<file path="src/design/cvst_pkg.sv">
package cvst_pkg;

  localparam int SAMPLE_W  = 8;
  localparam int LEVEL_W   = 6;
  localparam int THR_W     = 4;
  localparam int CFG_W     = 11;
  localparam int PERIOD_W  = 11;
  localparam int LINE_W    = 9;
  localparam int PLEN_W    = 16;
  localparam int STAT_W    = 32;
  localparam int OUT_IDX_W = 48;
  localparam int REG_IDX_W = 3;
  localparam int RELEASE_W = 10;

  localparam int DEF_INDEX_BITS   = 48;
  localparam int DEF_LOCK_EVENTS  = 3;
  localparam int DEF_CLUSTER_LINES = 4;
  localparam int DEF_TIMEOUT_LINES = 3;

  localparam logic [LEVEL_W-1:0] FLOOR_RESET = 6'd8;
  localparam logic [LEVEL_W-1:0] PEAK_RESET  = 6'd24;
  localparam logic [LEVEL_W-1:0] FLOOR_REST  = 6'd8;
  localparam logic [LEVEL_W-1:0] PEAK_REST   = 6'd20;
  localparam logic [LEVEL_W-1:0] SPAN_FLAT   = 6'd8;
  localparam logic [THR_W-1:0]   THR_MIN     = 4'd4;
  localparam logic [THR_W-1:0]   THR_MAX     = 4'd14;
  localparam logic [LEVEL_W-1:0] THR_MARGIN  = 6'd2;

  localparam logic [CFG_W-1:0]    HSYNC_MIN_RESET = 11'd60;
  localparam logic [CFG_W-1:0]    HSYNC_MAX_RESET = 11'd160;
  localparam logic [CFG_W-1:0]    BROAD_MIN_RESET = 11'd300;
  localparam logic [CFG_W-1:0]    BROAD_MAX_RESET = 11'd800;
  localparam logic [CFG_W-1:0]    LINE_MIN_RESET  = 11'd1100;
  localparam logic [CFG_W-1:0]    LINE_MAX_RESET  = 11'd1450;
  localparam logic [PERIOD_W-1:0] NOMINAL_RESET   = 11'd1280;
  localparam logic [LINE_W-1:0]   MAX_LINES_RESET = 9'd340;
  localparam logic [LINE_W-1:0]   NO_LINE         = 9'd511;

  typedef enum logic [REG_IDX_W-1:0] {
    REG_HSYNC_MIN = 3'd0,
    REG_HSYNC_MAX = 3'd1,
    REG_BROAD_MIN = 3'd2,
    REG_BROAD_MAX = 3'd3,
    REG_LINE_MIN  = 3'd4,
    REG_LINE_MAX  = 3'd5,
    REG_NOMINAL   = 3'd6,
    REG_MAX_LINES = 3'd7
  } cfg_reg_e;

  typedef struct packed {
    logic [SAMPLE_W-1:0] video_sample;
  } sample_t;

  typedef struct packed {
    logic                 event_valid;
    logic                 vertical_sync;
    logic                 horizontal_sync;
    logic [OUT_IDX_W-1:0] sync_start_index;
    logic [OUT_IDX_W-1:0] current_sample_index;
    logic [PERIOD_W-1:0]  line_period;
    logic [LINE_W-1:0]    field_line_number;
    logic                 fully_locked;
    logic [STAT_W-1:0]    rejected_pulse_count;
    logic [STAT_W-1:0]    lock_loss_count;
    logic [STAT_W-1:0]    lock_gain_count;
  } result_t;

endpackage

</file>
<file path="src/design/cvst_if.sv">
interface cvst_sample_if;
  logic              valid;
  logic              ready;
  cvst_pkg::sample_t payload;

  modport source (output valid, output payload, input ready);
  modport sink (input valid, input payload, output ready);
endinterface

interface cvst_result_if;
  logic              valid;
  logic              ready;
  cvst_pkg::result_t payload;

  modport source (output valid, output payload, input ready);
  modport sink (input valid, input payload, output ready);
endinterface

</file>
<file path="src/design/cvst_envelope.sv">
module cvst_envelope (
  input  logic                          clk_i,
  input  logic                          rst_ni,
  input  logic                          en_i,
  input  logic [cvst_pkg::LEVEL_W-1:0]  level_i,
  input  logic                          release_i,
  output logic [cvst_pkg::THR_W-1:0]    thr_o
);

  logic [cvst_pkg::LEVEL_W-1:0] floor_q, floor_d;
  logic [cvst_pkg::LEVEL_W-1:0] peak_q, peak_d;
  logic [cvst_pkg::LEVEL_W-1:0] span;
  logic [cvst_pkg::LEVEL_W:0]   raw_thr;

  always_comb begin
    floor_d = (level_i < floor_q) ? level_i : floor_q;
    peak_d  = (level_i > peak_q) ? level_i : peak_q;
    if (release_i) begin
      if (floor_d < cvst_pkg::FLOOR_REST) begin
        floor_d = floor_d + 6'd1;
      end
      if (peak_d > cvst_pkg::PEAK_REST) begin
        peak_d = peak_d - 6'd1;
      end
    end
    span    = (peak_d > floor_d) ? (peak_d - floor_d) : cvst_pkg::SPAN_FLAT;
    raw_thr = {1'b0, floor_d} + {3'b000, span[cvst_pkg::LEVEL_W-1:2]};
    if (raw_thr < {3'b000, cvst_pkg::THR_MIN}) begin
      thr_o = cvst_pkg::THR_MIN;
    end else if (raw_thr > {3'b000, cvst_pkg::THR_MAX}) begin
      thr_o = cvst_pkg::THR_MAX;
    end else begin
      thr_o = raw_thr[cvst_pkg::THR_W-1:0];
    end
  end

  always_ff @(posedge clk_i or negedge rst_ni) begin
    if (!rst_ni) begin
      floor_q <= cvst_pkg::FLOOR_RESET;
      peak_q  <= cvst_pkg::PEAK_RESET;
    end else if (en_i) begin
      floor_q <= floor_d;
      peak_q  <= peak_d;
    end
  end

endmodule

</file>
<file path="src/design/composite_video_sync_tracker.sv">
// Composite video sync separator. One converter byte is taken per clock and
// every sample gives exactly one result beat in the cycle after acceptance, so
// the sustained rate is one sample per cycle; the single result register is
// the only buffer, and the input stalls only while that register holds a beat
// the sink has not taken. The low six bits drive a floor/peak envelope and a
// slicing threshold; a pulse closes after three samples above threshold + 2
// and is classed as broad (first of a cluster gives a vertical event),
// horizontal (line period smoothing, lock score, field line count) or
// rejected. Configuration writes take effect at once and are meant for idle
// time; writing the nominal line period also reloads the period estimate.
module composite_video_sync_tracker #(
  parameter int INDEX_BITS    = cvst_pkg::DEF_INDEX_BITS,
  parameter int LOCK_EVENTS   = cvst_pkg::DEF_LOCK_EVENTS,
  parameter int CLUSTER_LINES = cvst_pkg::DEF_CLUSTER_LINES,
  parameter int TIMEOUT_LINES = cvst_pkg::DEF_TIMEOUT_LINES
) (
  input  logic                            clk_i,
  input  logic                            rst_ni,
  cvst_sample_if.sink                     sample_i,
  cvst_result_if.source                   result_o,
  input  logic                            cfg_we_i,
  input  logic [cvst_pkg::REG_IDX_W-1:0]  cfg_index_i,
  input  logic [cvst_pkg::CFG_W-1:0]      cfg_wdata_i
);

  localparam int LS_W  = $clog2(LOCK_EVENTS + 1);
  localparam int CLU_W = cvst_pkg::PERIOD_W + $clog2(CLUSTER_LINES + 1);
  localparam int TMO_W = cvst_pkg::PERIOD_W + $clog2(TIMEOUT_LINES + 1);
  localparam logic [LS_W-1:0] LOCK_TARGET = LS_W'(LOCK_EVENTS);

  logic [cvst_pkg::CFG_W-1:0]  hmin_q, hmax_q, bmin_q, bmax_q, lmin_q, lmax_q;
  logic [cvst_pkg::LINE_W-1:0] maxl_q;

  logic [INDEX_BITS-1:0] count_q, begin_q, begin_d, prev_h_q, prev_h_d;
  logic [INDEX_BITS-1:0] prev_v_q, prev_v_d;
  logic                  in_pulse_q, in_pulse_d;
  logic [cvst_pkg::PLEN_W-1:0]   plen_q, plen_d;
  logic [1:0]                    streak_q, streak_d;
  logic                          vseen_q, vseen_d;
  logic [cvst_pkg::PERIOD_W-1:0] period_q, period_d;
  logic [LS_W-1:0]               score_q, score_d;
  logic                          hlock_q, hlock_d, vlock_q, vlock_d;
  logic [cvst_pkg::LINE_W-1:0]   line_q, line_d;
  logic [cvst_pkg::STAT_W-1:0]   rej_q, rej_d, loss_q, loss_d, gain_q, gain_d;

  logic                 out_valid_q;
  cvst_pkg::result_t    res_q, res_d;
  logic                 accept;
  logic [cvst_pkg::LEVEL_W-1:0] level;
  logic [cvst_pkg::THR_W-1:0]   thr;
  logic [63:0]          count_ext, begin_ext;
  logic [CLU_W-1:0]     clu_lim;
  logic [TMO_W-1:0]     tmo_lim;

  logic                          close;
  logic [cvst_pkg::PLEN_W-1:0]   width;
  logic [INDEX_BITS-1:0]         gap_h, gap_v, iv;
  logic [13:0]                   avg_sum;
  logic [cvst_pkg::LINE_W:0]     line_nx;

  assign accept          = sample_i.valid && sample_i.ready;
  assign sample_i.ready  = !out_valid_q || result_o.ready;
  assign result_o.valid  = out_valid_q;
  assign result_o.payload = res_q;
  assign level     = sample_i.payload.video_sample[cvst_pkg::LEVEL_W-1:0];
  assign count_ext = 64'(count_q);
  assign begin_ext = 64'(begin_q);
  assign clu_lim   = CLU_W'(CLUSTER_LINES) * CLU_W'(period_q);
  assign tmo_lim   = TMO_W'(TIMEOUT_LINES) * TMO_W'(period_q);

  cvst_envelope u_envelope (
    .clk_i     (clk_i),
    .rst_ni    (rst_ni),
    .en_i      (accept),
    .level_i   (level),
    .release_i (count_q[cvst_pkg::RELEASE_W-1:0] == '0),
    .thr_o     (thr)
  );

  always_comb begin
    begin_d    = begin_q;
    prev_h_d   = prev_h_q;
    prev_v_d   = prev_v_q;
    in_pulse_d = in_pulse_q;
    plen_d     = plen_q;
    streak_d   = streak_q;
    vseen_d    = vseen_q;
    period_d   = period_q;
    score_d    = score_q;
    hlock_d    = hlock_q;
    vlock_d    = vlock_q;
    line_d     = line_q;
    rej_d      = rej_q;
    loss_d     = loss_q;
    gain_d     = gain_q;
    close      = 1'b0;
    width      = '0;
    gap_v      = prev_v_q;
    iv         = prev_h_q;
    avg_sum    = '0;
    line_nx    = '0;

    res_d = '0;
    res_d.current_sample_index = count_ext[cvst_pkg::OUT_IDX_W-1:0];
    res_d.field_line_number    = cvst_pkg::NO_LINE;

    // line timeout
    gap_h = count_q - prev_h_q;
    if (hlock_q && (prev_h_q != '0) && (gap_h > INDEX_BITS'(tmo_lim))) begin
      vlock_d = 1'b0;
      line_d  = cvst_pkg::NO_LINE;
      loss_d  = loss_d + 32'd1;
      hlock_d = 1'b0;
      score_d = '0;
    end

    if (!in_pulse_q) begin
      if ({2'b00, thr} >= level) begin
        in_pulse_d = 1'b1;
        begin_d    = count_q;
        plen_d     = 16'd1;
        streak_d   = 2'd0;
      end
    end else begin
      if (plen_q != '1) begin
        plen_d = plen_q + 16'd1;
      end
      if (level > ({2'b00, thr} + cvst_pkg::THR_MARGIN)) begin
        if (streak_q == 2'd2) begin
          close = 1'b1;
        end else begin
          streak_d = streak_q + 2'd1;
        end
      end else begin
        streak_d = 2'd0;
      end
    end

    if (close) begin
      width      = plen_d - 16'd3;
      in_pulse_d = 1'b0;
      plen_d     = '0;
      streak_d   = 2'd0;
      if ((width >= {5'd0, bmin_q}) && (width <= {5'd0, bmax_q})) begin
        gap_v = begin_q - prev_v_q;
        if (!(vseen_q && (gap_v < INDEX_BITS'(clu_lim)))) begin
          vseen_d  = 1'b1;
          prev_v_d = begin_q;
          vlock_d  = 1'b1;
          line_d   = '0;
          prev_h_d = '0;
          if (hlock_d) begin
            loss_d = loss_d + 32'd1;
          end
          hlock_d  = 1'b0;
          score_d  = '0;
          res_d.event_valid       = 1'b1;
          res_d.vertical_sync     = 1'b1;
          res_d.sync_start_index  = begin_ext[cvst_pkg::OUT_IDX_W-1:0];
          res_d.field_line_number = '0;
        end
      end else if ((width < {5'd0, hmin_q}) || (width > {5'd0, hmax_q})) begin
        rej_d = rej_d + 32'd1;
      end else begin
        if (prev_h_q != '0) begin
          iv = begin_q - prev_h_q;
          if ((iv >= INDEX_BITS'(lmin_q)) && (iv <= INDEX_BITS'(lmax_q))) begin
            avg_sum  = 14'(period_q) * 14'd7 + 14'(iv[cvst_pkg::PERIOD_W-1:0]) + 14'd4;
            period_d = avg_sum[13:3];
            if (score_d < LOCK_TARGET) begin
              score_d = score_d + LS_W'(1);
            end
          end else if (score_d != '0) begin
            score_d = score_d - LS_W'(1);
          end
        end
        if (!hlock_d && (score_d >= LOCK_TARGET)) begin
          hlock_d = 1'b1;
          gain_d  = gain_d + 32'd1;
        end else if (hlock_d && (score_d < LOCK_TARGET)) begin
          loss_d  = loss_d + 32'd1;
          hlock_d = 1'b0;
          score_d = '0;
        end
        prev_h_d = begin_q;

        res_d.event_valid       = 1'b1;
        res_d.horizontal_sync   = 1'b1;
        res_d.sync_start_index  = begin_ext[cvst_pkg::OUT_IDX_W-1:0];
        res_d.line_period       = period_d;
        res_d.field_line_number = vlock_d ? line_d : cvst_pkg::NO_LINE;
        res_d.fully_locked      = vlock_d && hlock_d;

        if (vlock_d) begin
          line_nx = {1'b0, line_d} + 10'd1;
          if ((line_nx > {1'b0, maxl_q}) || (line_nx >= {1'b0, cvst_pkg::NO_LINE})) begin
            vlock_d = 1'b0;
            line_d  = cvst_pkg::NO_LINE;
            if (hlock_d) begin
              loss_d = loss_d + 32'd1;
            end
            hlock_d = 1'b0;
            score_d = '0;
            res_d.fully_locked = 1'b0;
          end else begin
            line_d = line_nx[cvst_pkg::LINE_W-1:0];
          end
        end
      end
    end

    res_d.rejected_pulse_count = rej_d;
    res_d.lock_loss_count      = loss_d;
    res_d.lock_gain_count      = gain_d;
  end

  always_ff @(posedge clk_i or negedge rst_ni) begin
    if (!rst_ni) begin
      hmin_q <= cvst_pkg::HSYNC_MIN_RESET;
      hmax_q <= cvst_pkg::HSYNC_MAX_RESET;
      bmin_q <= cvst_pkg::BROAD_MIN_RESET;
      bmax_q <= cvst_pkg::BROAD_MAX_RESET;
      lmin_q <= cvst_pkg::LINE_MIN_RESET;
      lmax_q <= cvst_pkg::LINE_MAX_RESET;
      maxl_q <= cvst_pkg::MAX_LINES_RESET;
    end else if (cfg_we_i) begin
      case (cvst_pkg::cfg_reg_e'(cfg_index_i))
        cvst_pkg::REG_HSYNC_MIN: hmin_q <= cfg_wdata_i;
        cvst_pkg::REG_HSYNC_MAX: hmax_q <= cfg_wdata_i;
        cvst_pkg::REG_BROAD_MIN: bmin_q <= cfg_wdata_i;
        cvst_pkg::REG_BROAD_MAX: bmax_q <= cfg_wdata_i;
        cvst_pkg::REG_LINE_MIN:  lmin_q <= cfg_wdata_i;
        cvst_pkg::REG_LINE_MAX:  lmax_q <= cfg_wdata_i;
        cvst_pkg::REG_MAX_LINES: maxl_q <= cfg_wdata_i[cvst_pkg::LINE_W-1:0];
        default: ;
      endcase
    end
  end

  always_ff @(posedge clk_i or negedge rst_ni) begin
    if (!rst_ni) begin
      count_q    <= '0;
      begin_q    <= '0;
      prev_h_q   <= '0;
      prev_v_q   <= '0;
      in_pulse_q <= 1'b0;
      plen_q     <= '0;
      streak_q   <= '0;
      vseen_q    <= 1'b0;
      period_q   <= cvst_pkg::NOMINAL_RESET;
      score_q    <= '0;
      hlock_q    <= 1'b0;
      vlock_q    <= 1'b0;
      line_q     <= cvst_pkg::NO_LINE;
      rej_q      <= '0;
      loss_q     <= '0;
      gain_q     <= '0;
    end else begin
      if (cfg_we_i && (cfg_index_i == cvst_pkg::REG_NOMINAL)) begin
        period_q <= cfg_wdata_i;
      end else if (accept) begin
        period_q <= period_d;
      end
      if (accept) begin
        count_q    <= count_q + INDEX_BITS'(1);
        begin_q    <= begin_d;
        prev_h_q   <= prev_h_d;
        prev_v_q   <= prev_v_d;
        in_pulse_q <= in_pulse_d;
        plen_q     <= plen_d;
        streak_q   <= streak_d;
        vseen_q    <= vseen_d;
        score_q    <= score_d;
        hlock_q    <= hlock_d;
        vlock_q    <= vlock_d;
        line_q     <= line_d;
        rej_q      <= rej_d;
        loss_q     <= loss_d;
        gain_q     <= gain_d;
      end
    end
  end

  always_ff @(posedge clk_i or negedge rst_ni) begin
    if (!rst_ni) begin
      out_valid_q <= 1'b0;
    end else if (accept) begin
      out_valid_q <= 1'b1;
    end else if (result_o.ready) begin
      out_valid_q <= 1'b0;
    end
  end

  always_ff @(posedge clk_i) begin
    if (accept) begin
      res_q <= res_d;
    end
  end

  a_beat_follows: assert property (@(posedge clk_i) disable iff (!rst_ni)
    accept |=> out_valid_q)
    else $error("accepted sample produced no result beat");

  a_hlock_score: assert property (@(posedge clk_i) disable iff (!rst_ni)
    hlock_q |-> (score_q == LOCK_TARGET))
    else $error("horizontal lock held without full score");

  a_line_known: assert property (@(posedge clk_i) disable iff (!rst_ni)
    vlock_q == (line_q != cvst_pkg::NO_LINE))
    else $error("field line and vertical lock disagree");

  a_event_kind: assert property (@(posedge clk_i) disable iff (!rst_ni)
    out_valid_q |-> !(res_q.vertical_sync && res_q.horizontal_sync)
      && (!res_q.fully_locked || res_q.horizontal_sync))
    else $error("inconsistent event classification");

endmodule

</file>
<file path="src/flat_wrapper.sv">
// flat-port wrapper written by rule: the top's interface ports become plain ports
module composite_video_sync_tracker_flat 
#(
  parameter int INDEX_BITS    = cvst_pkg::DEF_INDEX_BITS,
  parameter int LOCK_EVENTS   = cvst_pkg::DEF_LOCK_EVENTS,
  parameter int CLUSTER_LINES = cvst_pkg::DEF_CLUSTER_LINES,
  parameter int TIMEOUT_LINES = cvst_pkg::DEF_TIMEOUT_LINES
)
  (clk_i, rst_ni, cfg_we_i, cfg_index_i, cfg_wdata_i, sample_i_valid, sample_i_payload, sample_i_ready, result_o_valid, result_o_payload, result_o_ready);
  cvst_sample_if sample_i_i ();
  cvst_result_if result_o_i ();
  input  logic clk_i;
  input  logic rst_ni;
  input  logic cfg_we_i;
  input  logic [cvst_pkg::REG_IDX_W-1:0] cfg_index_i;
  input  logic [cvst_pkg::CFG_W-1:0] cfg_wdata_i;
  input wire logic [$bits(sample_i_i.valid)-1:0] sample_i_valid;
  input wire logic [$bits(sample_i_i.payload)-1:0] sample_i_payload;
  output wire logic [$bits(sample_i_i.ready)-1:0] sample_i_ready;
  output wire logic [$bits(result_o_i.valid)-1:0] result_o_valid;
  output wire logic [$bits(result_o_i.payload)-1:0] result_o_payload;
  input wire logic [$bits(result_o_i.ready)-1:0] result_o_ready;
  assign sample_i_i.valid = sample_i_valid;
  assign sample_i_i.payload = sample_i_payload;
  assign sample_i_ready = sample_i_i.ready;
  assign result_o_valid = result_o_i.valid;
  assign result_o_payload = result_o_i.payload;
  assign result_o_i.ready = result_o_ready;
  composite_video_sync_tracker #(.INDEX_BITS(INDEX_BITS), .LOCK_EVENTS(LOCK_EVENTS), .CLUSTER_LINES(CLUSTER_LINES), .TIMEOUT_LINES(TIMEOUT_LINES)) u_core (.clk_i(clk_i), .rst_ni(rst_ni), .sample_i(sample_i_i), .result_o(result_o_i), .cfg_we_i(cfg_we_i), .cfg_index_i(cfg_index_i), .cfg_wdata_i(cfg_wdata_i));
endmodule
</file>
<file path="config.mk">
export PLATFORM = sky130hd
export DESIGN_NAME = composite_video_sync_tracker_flat
export DESIGN_NICKNAME = d
export VERILOG_FILES = /design/src/design/cvst_pkg.sv /design/src/design/cvst_if.sv /design/src/design/cvst_envelope.sv /design/src/design/composite_video_sync_tracker.sv /design/src/flat_wrapper.sv
export SDC_FILE = /design/constraint.sdc
export NUM_CORES = 2
export LEC_CHECK = 0
export BUFFER_PORTS_ARGS = -buffer_cell sky130_fd_sc_hd__buf_2
export CAP_MARGIN = 20
export CORE_ASPECT_RATIO = 1.2
export CORE_MARGIN = 2
export CORE_UTILIZATION = 55
export DETAILED_ROUTE_END_ITERATION = 6
export GPL_TIMING_DRIVEN = 0
export PLACE_DENSITY_LB_ADDON = 0.2
export SLEW_MARGIN = 20
export SYNTH_ARGS = -nofsm -noshare
export SYNTH_HDL_FRONTEND = slang
export SYNTH_HIERARCHICAL = 1
export SYNTH_SLANG_ARGS = --single-unit
</file>
<file path="constraint.sdc">
create_clock -name clk_i -period 19.8 [get_ports clk_i]
set_input_delay 0.99 -clock clk_i [delete_from_list [all_inputs] [get_ports clk_i]]
set_output_delay 0.99 -clock clk_i [all_outputs]
set_load 0.01 [all_outputs]
</file>
==> run_results.csv <==
group,metric,value,unit
setup_path,cpPeakStageDelay,0.75,ns
timing,hold_violations,0,
synthesis,synth_cell_types,130,
cells_and_area,final_area,0.0513,mm^2
global_routing,groute.usage.overall,34.4,%
setup_path,timing.rr.end,"u_core/loss_q[5]$_DFFE_PN0P_",
cells_and_area,final_core_util,61.7,%
synthesis,synth_area,0.0460,mm^2
placed_design,dp_hpwl,115000,um
setup_path,cp-start-kind,"flip-flop",
setup_path,cp_slowest_cell,"clkbuf_1",
setup_path,required,20.36,ns
global_routing,grt_max_degree,98,
job,cap_violations,0,
route,wl_per_cell,22.5,um
global_routing,grt_pass1_wl,228000,um
clock_tree,clock_sinks,636,
cells_and_area,syn_to_final_growth,11.4,%
pwr,p_switching,3840,uW
pwr,ir_worst_vdd,0.221,mV
clock_tree,clockBufferDepth,3,
placed_design,dpl_worst_slack,5.01,ns
clock_tree,clock_latency,0.65,ns
synthesis,async_flop_share,66.0,%
cells_and_area,fill_cells,7296,
placed_design,finalWeightedCongestion,1.04,
synthesis,syn_nets,5489,
timing,rsz0062_at_grt,"no",
timing,tightest_slew,1.25,ns
floorplanning,core_area,0.0832,mm^2
floorplanning,ios,245,
clock_tree,cts_root_buffer,"clkbuf_16",
route,drt-initial-drc-count,3348,
synthesis,avgSynthCellArea,8.99,um^2
timing,finalSetupTns,0,ns
setup_path,r2r_setup_slack,5.03,ns
route,vias_per_cell,6.18,
setup_path,startpoint,"u_core/u_envelope/peak_q[4]$_DFFE_PN1P_",
timing,finClkSkew,0.0317,ns
clock_tree,cts_tree,"yes",
pwr,p_int,4330,uW
pwr,clkPwrFrac,16.3,%
pwr,switching_share,47.0,%
timing,maxSlewViolCount,0,
cells_and_area,final_net_count,5815,
synthesis,ys_ff_latch,636,
synthesis,synth-main-ff-cell,"dfrtp_1",
clock_tree,cts_made_buffers,68,
route,wl,149000,um
placed_design,postPlaceCellArea,0.0490,mm^2
setup_path,timing.critical_path.mode_cell,"ha_1",
global_routing,antenna_found_initial,4,
synthesis,yosys_warnings,6,
synthesis,synth_edf_count,216,
synthesis,synthCells,5120,
floorplanning,row_count,116,
setup_path,critPathCapture,"u_core/loss_q[5]$_DFFE_PN0P_",
synthesis,synth_top_area_share,20.6,%
route,vias,40935,
setup_path,crit_type,"reg -> reg",
clock_tree,hold_buffers,0,
route,highest_layer,"met5",
timing,fmax,0.0677,GHz
setup_path,reg2reg_depth,51,
timing,setup_viol_count_final,0,
floorplanning,initial_utilization,55.3,%
pwr,power_frac_comb,62.5,%
setup_path,worstReg2RegStart,"u_core/u_envelope/peak_q[4]$_DFFE_PN1P_",
clock_tree,path_clk_slew,0.06,ns
setup_path,worstSetupEndpointType,"flip-flop",
timing,period_share,74.6,%
clock_tree,cts_setup_buffers,0,
floorplanning,die-area,0.0860,mm^2
floorplanning,die_y,321,um
synthesis,synth_seq_area_share,37.0,%
route,drt_pass1_iterations,6,
cells_and_area,layout_common_cells,"nand2_1, nor2_1, dfrtp_1",
route,drc,0,
route,wl_met1,57900,um
route,ant_nets,0,
setup_path,cp_max_fo,10,
timing,setup_slack,5.03,ns
clock_tree,htree_levels,3,
clock_tree,cts_resized,0,
cells_and_area,drive_gt1_share,12.8,%
synthesis,ys_top_cells_by_area,"dfrtp_1, edfxtp_1, ha_1, nand2_1, xnor2_1",
pwr,cellLeakagePower,0.0228,uW
pwr,pwr-share-seq,21.2,%
route,wl_met2,71100,um
global_routing,grt_overflow,0,
worst_hold_path,hold_path_class,"in -> async",
timing,fin_crit,14.77,ns
synthesis,yosys.area.top_type,"dfrtp_1",
floorplanning,die-width,268,um
timing,hold_ws,0.305,ns
setup_path,worst_ep_arrival_time,15.34,ns
pwr,p_per_area,159,mW/mm^2
route,wl_met3,9170,um
cells_and_area,layout_commonest_cell,"nand2_1",
placed_design,io_buffers,242,
status,outcome,"completed",
timing,maxSlewHeadroom,16.5,%
global_routing,grt_pass1_vias,39513,
[layer usage]
layer	vias up	GRT usage, %
met5	-	0
met4	2	22.5
li1	19065	-
met1	19765	41.1
met2	1620	57.9
met3	483	4.62
[sequential cells by signal (all words and copies together) (netlist names), 6 cells and up]
name                       count
u_core/lmax_q                 11
u_core/period_q               11
u_core/rej_q                  32
u_core/prev_v_q               48
u_core/bmax_q                 11
u_core/loss_q                 32
u_core/prev_h_q               48
u_core/u_envelope/floor_q      6
u_core/plen_q                 16
u_core/result_o.payload      216
u_core/lmin_q                 11
u_core/line_q                  9
u_core/hmax_q                 11
u_core/bmin_q                 11
u_core/maxl_q                  9
u_core/u_envelope/peak_q       6
u_core/begin_q                48
u_core/gain_q                 32
u_core/count_q                48
u_core/hmin_q                 11
[worst max-delay path: cells and delay by family (launching register included)]
kind            cells  cell delay (ns)
xor+xnor            3             0.78
flops               1             0.56
mux                 3             0.74
compound gates     19             4.90
buf+inv             4             1.65
fa+ha+maj           7             1.97
simple gates       15             4.05
[power groups by stage]
stage	clock network, uW	registers, uW	logic, uW
2_1_floorplan	0	1710	3640
3_3_place_gp	0	1760	4860
3_5_place_dp	0	1750	4970
4_1_cts	1360	1730	5010
5_1_grt	1410	1750	5650
6_report	1330	1730	5110
[stage by stage]
step / cells / power, uW
global route: 6623 / 8810
global placement: 6483 / 6620
finish: 6626 / 8170
floorplan: 5120 / 5350
detailed placement: 6497 / 6720
CTS: 6623 / 8100
[worst min path at each step]
stage	start	to	slack (ns)	cells past startpoint
after CTS	rst_ni	u_core/rej_q[21]$_DFFE_PN0P_	0.31	1
after floorplan	u_core/vseen_q$_DFFE_PN0P_	u_core/vseen_q$_DFFE_PN0P_	0.44	1
after detailed placement	u_core/vseen_q$_DFFE_PN0P_	u_core/vseen_q$_DFFE_PN0P_	0.47	1
final	rst_ni	u_core/rej_q[21]$_DFFE_PN0P_	0.31	1
after global routing	rst_ni	u_core/rej_q[21]$_DFFE_PN0P_	0.34	1
after global placement	u_core/vseen_q$_DFFE_PN0P_	u_core/vseen_q$_DFFE_PN0P_	0.46	1
[logic make-up after synthesis]
group                    after synthesis  share of synthesized area, %
AND/OR/NAND/NOR                     1820                          19.7
AO/OA/AOI/OAI                       1183                          16.7
flip-flops                           636                          37.0
buffers and inverters                558                          4.79
XOR/XNOR                             381                          7.31
adder cells (fa/ha/maj)              342                          9.67
multiplexers                         200                          4.82
[Yosys cell counts (32+ instances only)]
library cell	n
o21a_1	62
nand4_1	125
and3_1	64
nand2_1	568
xnor2_1	233
mux2_2	156
a21o_1	88
a21oi_1	303
nand3_1	166
nand2b_1	42
inv_1	339
o21ai_0	300
mux2i_1	39
and2_1	72
clkbuf_1	179
o211ai_1	45
dfstp_2	41
dfrtp_1	379
xor2_1	146
nor2_1	397
edfxtp_1	216
nor2b_1	32
o31ai_1	32
nor3_1	109
a31oi_1	47
ha_1	319
nor4_1	56
[final cells by class]
| type | count | area (um^2) | share of cell area [%] |
|---|---|---|---|
| diodes | 3 | 7.51 | 0.0146 |
| plain buffers | 217 | 932 | 1.82 |
| clock buffers | 90 | 1850 | 3.60 |
| clock inverters | 36 | 475 | 0.927 |
| inverters | 341 | 1280 | 2.50 |
| multi-input cells | 3926 | 26800 | 52.3 |
| flip-flops and latches | 636 | 17000 | 33.2 |
| well taps | 1121 | 1400 | 2.73 |
| repair buffers | 256 | 1490 | 2.91 |
(Power assumes the default switching activity.)
